[config.mk]
export PLATFORM = sky130hd
export DESIGN_NAME = tpd_front
export DESIGN_NICKNAME = d
export VERILOG_FILES = /design/src/hdl/tpd_pkg.sv /design/src/hdl/tpd_front.sv
export SDC_FILE = /design/constraint.sdc
export NUM_CORES = 1
export LEC_CHECK = 0
export ABC_AREA = 0
export BUFFER_PORTS_ARGS = -buffer_cell sky130_fd_sc_hd__buf_2
export CAP_MARGIN = 20
export CORE_MARGIN = 5
export CORE_UTILIZATION = 56
export DETAILED_ROUTE_END_ITERATION = 8
export PLACE_DENSITY = 0.88
export SLEW_MARGIN = 10
export SYNTH_ARGS = -nofsm -noshare
export SYNTH_HDL_FRONTEND = slang
export SYNTH_SLANG_ARGS = --single-unit
[constraint.sdc]
create_clock -name clk_i -period 10.32 [get_ports clk_i]
set_clock_uncertainty 0.05 [all_clocks]
set_input_delay 1.032 -clock clk_i [delete_from_list [all_inputs] [get_ports clk_i]]
set_output_delay 1.032 -clock clk_i [all_outputs]
set_load 0.05 [all_outputs]
[src/hdl/tpd_pkg.sv]
// ----------------------------------------------------------------------------
// tpd_pkg: shared types and constants of the tree path distance engine
// Field widths, status codes, job word and the control structs between
// the front and back ends.
// ----------------------------------------------------------------------------
package tpd_pkg;

  localparam int unsigned NODE_W   = 10;
  localparam int unsigned WEIGHT_W = 32;
  localparam int unsigned DIST_W   = 48;
  localparam int unsigned STATUS_W = 2;
  // wide enough to hold the largest node count
  localparam int unsigned RANGE_W  = 17;

  localparam logic [STATUS_W-1:0] STATUS_OK    = 2'd0;
  localparam logic [STATUS_W-1:0] STATUS_SELF  = 2'd1;
  localparam logic [STATUS_W-1:0] STATUS_RANGE = 2'd2;
  localparam logic [STATUS_W-1:0] STATUS_APART = 2'd3;

  localparam logic CMD_INSERT = 1'b0;
  localparam logic CMD_QUERY  = 1'b1;

  typedef enum logic [1:0] {
    KIND_INSERT,
    KIND_QUERY,
    KIND_REJECT
  } kind_e;

  typedef enum logic [2:0] {
    S_CLEAR,
    S_IDLE,
    S_DEP_A,
    S_DEP_B,
    S_LIFT,
    S_PAIR_A,
    S_PAIR_B
  } bk_state_e;

  typedef struct packed {
    kind_e                 kind;
    logic [STATUS_W-1:0]   status;
    logic [NODE_W-1:0]     node_a;
    logic [NODE_W-1:0]     node_b;
    logic [WEIGHT_W-1:0]   weight;
  } job_t;

  typedef struct packed {
    logic valid;
    logic full;
  } fr_st_t;

  typedef struct packed {
    logic pop;
    logic clearing;
  } bk_ctl_t;

  function automatic logic [DIST_W-1:0] add_sat(input logic [DIST_W-1:0] acc,
                                                input logic [WEIGHT_W-1:0] w);
    logic [DIST_W:0] s;
    s = {1'b0, acc} + (DIST_W+1)'(w);
    return s[DIST_W] ? {DIST_W{1'b1}} : s[DIST_W-1:0];
  endfunction

endpackage

[src/hdl/tpd_front.sv]
// ----------------------------------------------------------------------------
// tpd_front: command intake and classification
// Accepts words, sorts them into insert, query or reject, and holds them
// in a two-entry queue for the back end.
// ----------------------------------------------------------------------------
module tpd_front
  import tpd_pkg::*;
#(
  parameter int unsigned NODES = 1024
) (
  input  logic                clk_i,
  input  logic                rst_ni,
  input  logic                start_i,
  output logic                busy_o,
  input  logic                command_i,
  input  logic [NODE_W-1:0]   node_a_i,
  input  logic [NODE_W-1:0]   node_b_i,
  input  logic [WEIGHT_W-1:0] edge_weight_i,
  input  bk_ctl_t             bk_ctl_i,
  output job_t                job_o,
  output fr_st_t              fr_st_o
);

  job_t       q_job_q [2];
  logic       wp_q, rp_q;
  logic [1:0] cnt_q, cnt_d;
  logic       push, out_of_range;
  job_t       job_in;

  assign busy_o = (cnt_q == 2'd2) || bk_ctl_i.clearing;
  assign push   = start_i && !busy_o;

  assign out_of_range = (RANGE_W'(node_a_i) >= RANGE_W'(NODES)) ||
                        (RANGE_W'(node_b_i) >= RANGE_W'(NODES));

  always_comb begin
    job_in.node_a = node_a_i;
    job_in.node_b = node_b_i;
    job_in.weight = edge_weight_i;
    job_in.kind   = KIND_REJECT;
    job_in.status = STATUS_OK;
    if (command_i == CMD_INSERT && node_a_i == node_b_i) begin
      job_in.status = STATUS_SELF;
    end else if (out_of_range) begin
      job_in.status = STATUS_RANGE;
    end else if (command_i == CMD_INSERT) begin
      job_in.kind = KIND_INSERT;
    end else begin
      job_in.kind = KIND_QUERY;
    end
  end

  always_comb begin
    cnt_d = cnt_q + {1'b0, push} - {1'b0, bk_ctl_i.pop};
  end

  always_ff @(posedge clk_i or negedge rst_ni) begin
    if (!rst_ni) begin
      wp_q  <= 1'b0;
      rp_q  <= 1'b0;
      cnt_q <= 2'd0;
    end else begin
      cnt_q <= cnt_d;
      if (push) wp_q <= ~wp_q;
      if (bk_ctl_i.pop) rp_q <= ~rp_q;
    end
  end

  always_ff @(posedge clk_i) begin
    if (push) begin
      q_job_q[wp_q] <= job_in;
    end
  end

  assign job_o         = q_job_q[rp_q];
  assign fr_st_o.valid = (cnt_q != 2'd0);
  assign fr_st_o.full  = (cnt_q == 2'd2);

endmodule

Word-level counts from Yosys, hierarchy flattened
Memories as Yosys holds them, arrays and structs flattened.
Index checks and enable logic that the tools add are counted.
{"block": "classes", "addsub": 2, "n_eq_ne": 2, "muxes": 5, "bitwise_logic": 3, "reduce_logical": 5}
{"op": "equality test 10 bit", "count": 1}
{"op": "2-to-1 mux 1 bit", "count": 4}
{"op": "inverter 1 bit", "count": 3}
{"op": "adder 2 x 1 -> 2 bit", "count": 1}
{"op": "equality test 2 bit (second input constant)", "count": 1}
{"op": "logical AND 1 bit", "count": 2}
{"op": "2-to-1 mux 2 bit", "count": 1}
{"op": "nonzero test 2 bit", "count": 1}
{"op": "subtractor 2 x 1 -> 2 bit", "count": 1}
{"op": "zero test 1 bit", "count": 1}
{"op": "logical OR 1 bit", "count": 1}
{"block": "totals", "register_bits": 4, "mem_bits_rw": 110, "in_bits": 58, "out_inout_bits": 59, "word_cells": 21, "mem_count": 1}
{"name": "q_job_q", "words": 2, "word_bits": 55, "rd": 1, "rd_ports_with_merged_regs": 0, "wr": 1, "line": "tpd_front.sv:24", "source": "job_t q_job_q [2];"}

Logic depth before layout (Yosys ltp)
{"block": "logic_depth", "ltp_word": 6, "ltp_mapped": 7, "ltp_nobuf": 7}

Least setup slack after synthesis
No wires, ideal clock.
{"block": "synth_timing", "kind": "input to register", "from": "in bk_ctl_i[0] (netlist name)", "to": "mem q_job_q[0][0] (netlist name) (enable)", "setup_time_ps": 466, "arrival_time_ps": 3543, "t_required_ps": 9804, "setup_slack_ps": 6261, "cell_stages": 2, "path_cell_list": "nand3b_1 nor2_1"}
{"block": "synth_between", "elab_chain_cells": 5}
{"element": "start, declared", "line": "tpd_front.sv:19", "source": "input bk_ctl_t bk_ctl_i,"}
{"element": "logical OR 1 bit", "line": "tpd_front.sv:30", "source": "assign busy_o = (cnt_q == 2'd2) || bk_ctl_i.clearing;"}
{"element": "zero test 1 bit", "line": "tpd_front.sv:31", "source": "assign push = start_i && !busy_o;"}
{"element": "logical AND 1 bit", "line": "tpd_front.sv:31"}
{"element": "2-to-1 mux 1 bit", "line": "tpd_front.sv:70", "source": "if (push) begin"}
{"element": "2-to-1 mux 1 bit (not written as such)", "line": "tpd_front.sv:71", "source": "q_job_q[wp_q] <= job_in;"}
{"element": "end, declared", "line": "tpd_front.sv:24"}
Every way passes these cells.

==> metrics.yaml <==
route:
  drt_wl_total_microns: 7240
  post_drt_wl_per_cell_microns: 16.9
  drtIter0Drc: 71
  ant_nets: 0
  vias: 2171
  vias_per_cell: 5.06
  drt_first_pass_iters: 4
  drcViolationCount: 0
synthesis:
  yosysSeqAreaShare: 0.791
  synth_flop_cell: "edfxtp_1"
  synth_area_leaders: "edfxtp_1 77%, mux2_2 13%, dfrtp_1 2.4%"
  synth_enable_flop_cells: 108
  synthArstFlopShare: 0.0357
  yosysWarnings: 0
  synth.net_count: 265
  synthAdderAreaFrac: 0.00592
  yosysTopAreaCell: "edfxtp_1"
  synth-xor-area-share: 0.0290
  synth-simple-area-share: 0.0157
  ys_types: 20
  synth_top_family_by_area: "multiplexers"
  syn_area_sq_um: 4230
  postSynthAreaPerCell_sq_um: 20.6
  synth_commonest_cells: "108 x edfxtp_1, 48 x mux2_2, 10 x xnor2_1"
  yosysMostFrequentCell: "edfxtp_1"
  ys_seq_elements: 112
  yosysTopAreaCellShare: 0.767
  muxShareOfSynthArea: 0.144
  synth_compound_gate_area_share: 0
  synth_cells: 205
worst_setup_path:
  cp-start-kind: "flip-flop"
  endpoint_kind: "primary output"
  cp.required_ns: 9.24
  crit_path_max_fanout: 32
  cp.arrival_ns: 2.18
  r2r_cells: 4
  rrSetupSlack_ns: 8.35
  crit_type: "reg -> out"
floorplan:
  design.core.area_sq_um: 7290
  initial_core_util: 0.580
  rows: 31
  io_pins: 117
  fp.dieH_microns: 96.9
  die_area_sq_um: 9390
  die_x_microns: 96.9
sta:
  finalWorstSetupSlack_ns: 7.06
  fin_crit_sh: 0.316
  rsz0062_at_grt: "no"
  setup_viol: 0
  hold_violations: 0
  tns_ns: 0
  fin_crit_ns: 3.26
  fmax_mhz: 307
  max_slew_margin: 0.532
  hold_ws_ns: 0.409
  worst_pin_slew_ns: 0.702
  slew_violations: 0
placed_design:
  dp_hpwl_microns: 5050
  port-buffer-count: 115
  gp_congestion: 0.713
  dp_cells: 413
  pre_cts_ws_ns: 7.45
final_layout:
  fill_cells: 523
  drive_gt1_frac: 0.570
  n_antenna_cell: 0
  synthToLayoutAreaGrowth_pct: 20.6
  final_nets: 385
  final_cells: 429
global_route:
  grt_pass1_wl_microns: 11600
  grt_max_degree: 55
  grt_pass1_vias: 2363
  grt_util_all_layers: 0.158
  antenna_found_initial: 0
  grt_overflow: 0
power:
  p_seq_frac: 0.423
  ir_drop_mv: 0.195
  p_per_area_nw_per_um2: 279
  p_leak_nw: 1.89
  p_sw_frac: 0.421
  combPwrFrac: 0.414
  p_int_uw: 822
  p_sw_uw: 599
  clkPwrFrac: 0.164
clock_tree:
  numClockSinks: 112
  cts_tree: "done"
  clk_pin_slew_ns: 0.10
  cts_buffer_depth: 2
  insertion_delay_ns: 0.35
  hold_buffers: 0
  cts_resized: 0
  cts_buffers: 9
  cts_max_level: 3
  cts_setup_buffers: 0
  root_buffer: "clkbuf_8"
run:
  drv_cap: 0
status:
  status: "completed"
worst_hold_path:
  min_path_type: "in -> async"
registers in the layout (all words and copies together) (netlist names):
| signal | count |
|---|---|
| q_job_q | 108 |
| cnt_q | 2 |
| rp_q | 1 |
| wp_q | 1 |
metrics by stage:
stage | power (mW) | util | instance area (sq um)
after detailed placement | 1.20 | 0.675 | 4920
after global placement | 1.20 | 0.675 | 4920
after floorplan | 1.08 | - | 4230
final | 1.42 | 0.699 | 5100
after global routing | 1.49 | 0.699 | 5100
after CTS | 1.44 | 0.699 | 5100
routing by layer:
| layer | wire, microns | up-vias | global-route usage |
|---|---|---|---|
| met5 | 0 | - | 0 |
| met4 | 40 | 0 | 0.0421 |
| met3 | 594 | 4 | 0.0583 |
| met2 | 3680 | 92 | 0.261 |
| met1 | 2930 | 1051 | 0.198 |
| li1 | - | 1024 | - |
power by group through the flow:
stage | sequential [mW] | combinational, mW | clock [mW]
final | 0.600 | 0.588 | 0.233
after floorplan | 0.591 | 0.491 | 0
after detailed placement | 0.611 | 0.593 | 0
after CTS | 0.601 | 0.595 | 0.240
after global placement | 0.608 | 0.588 | 0
after global routing | 0.607 | 0.616 | 0.266
cell families after synthesis:
logic type | count (synthesis)
simple gates | 10
mux | 54
other cells | 1
buf+inv | 12
flops | 112
xor+xnor | 14
fa+ha+maj | 2
worst max-delay path, stage by stage, from the launching register on:
cell and delay (ns):
dfrtp_2 0.71, buf_4 0.47, mux2_2 0.40, buf_2 0.21
worst paths after layout:
| kind | start | to |
|---|---|---|
| worst max-delay path | rp_q | job_o[15] |
| worst min-delay path | rst_ni | cnt_q[0] |
| worst max register to register | cnt_q[1] | q_job_q[1][10] |
| worst min register to register | cnt_q[1] | cnt_q[1] |
| max in group asynchronous | rst_ni | rp_q |
| min in group clk_i | cnt_q[1] | cnt_q[1] |
layout by cell type, fill, tap and decap left out:
cell type / count
nand3_1: 1
mux2_1: 6
xnor2_1: 10
mux2_2: 48
inv_8: 1
nor2_4: 2
dfrtp_2: 1
xor2_1: 4
dfrtp_1: 3
or4_4: 1
buf_4: 3
nand2b_1: 2
buf_2: 115
clkinv_2: 1
conb_1: 1
nor3_2: 1
clkinv_4: 3
edfxtp_1: 108
nand3b_1: 1
nand4_1: 1
inv_1: 3
or2_2: 1
clkinvlp_4: 2
ha_1: 2
clkbuf_8: 9
area by class of cell:
| cell class | count | area, sq um | area share |
|---|---|---|---|
| timing repair buffer | 118 | 598 | 0.117 |
| inverter | 3 | 11.3 | 0.00221 |
| tap | 99 | 124 | 0.0243 |
| clock inverter | 7 | 57.6 | 0.0113 |
| sequential | 112 | 3340 | 0.656 |
| clock buffer | 9 | 124 | 0.0243 |
| multi-input combinational | 81 | 841 | 0.165 |
Note: power is estimated with default switching activity, not from simulation.
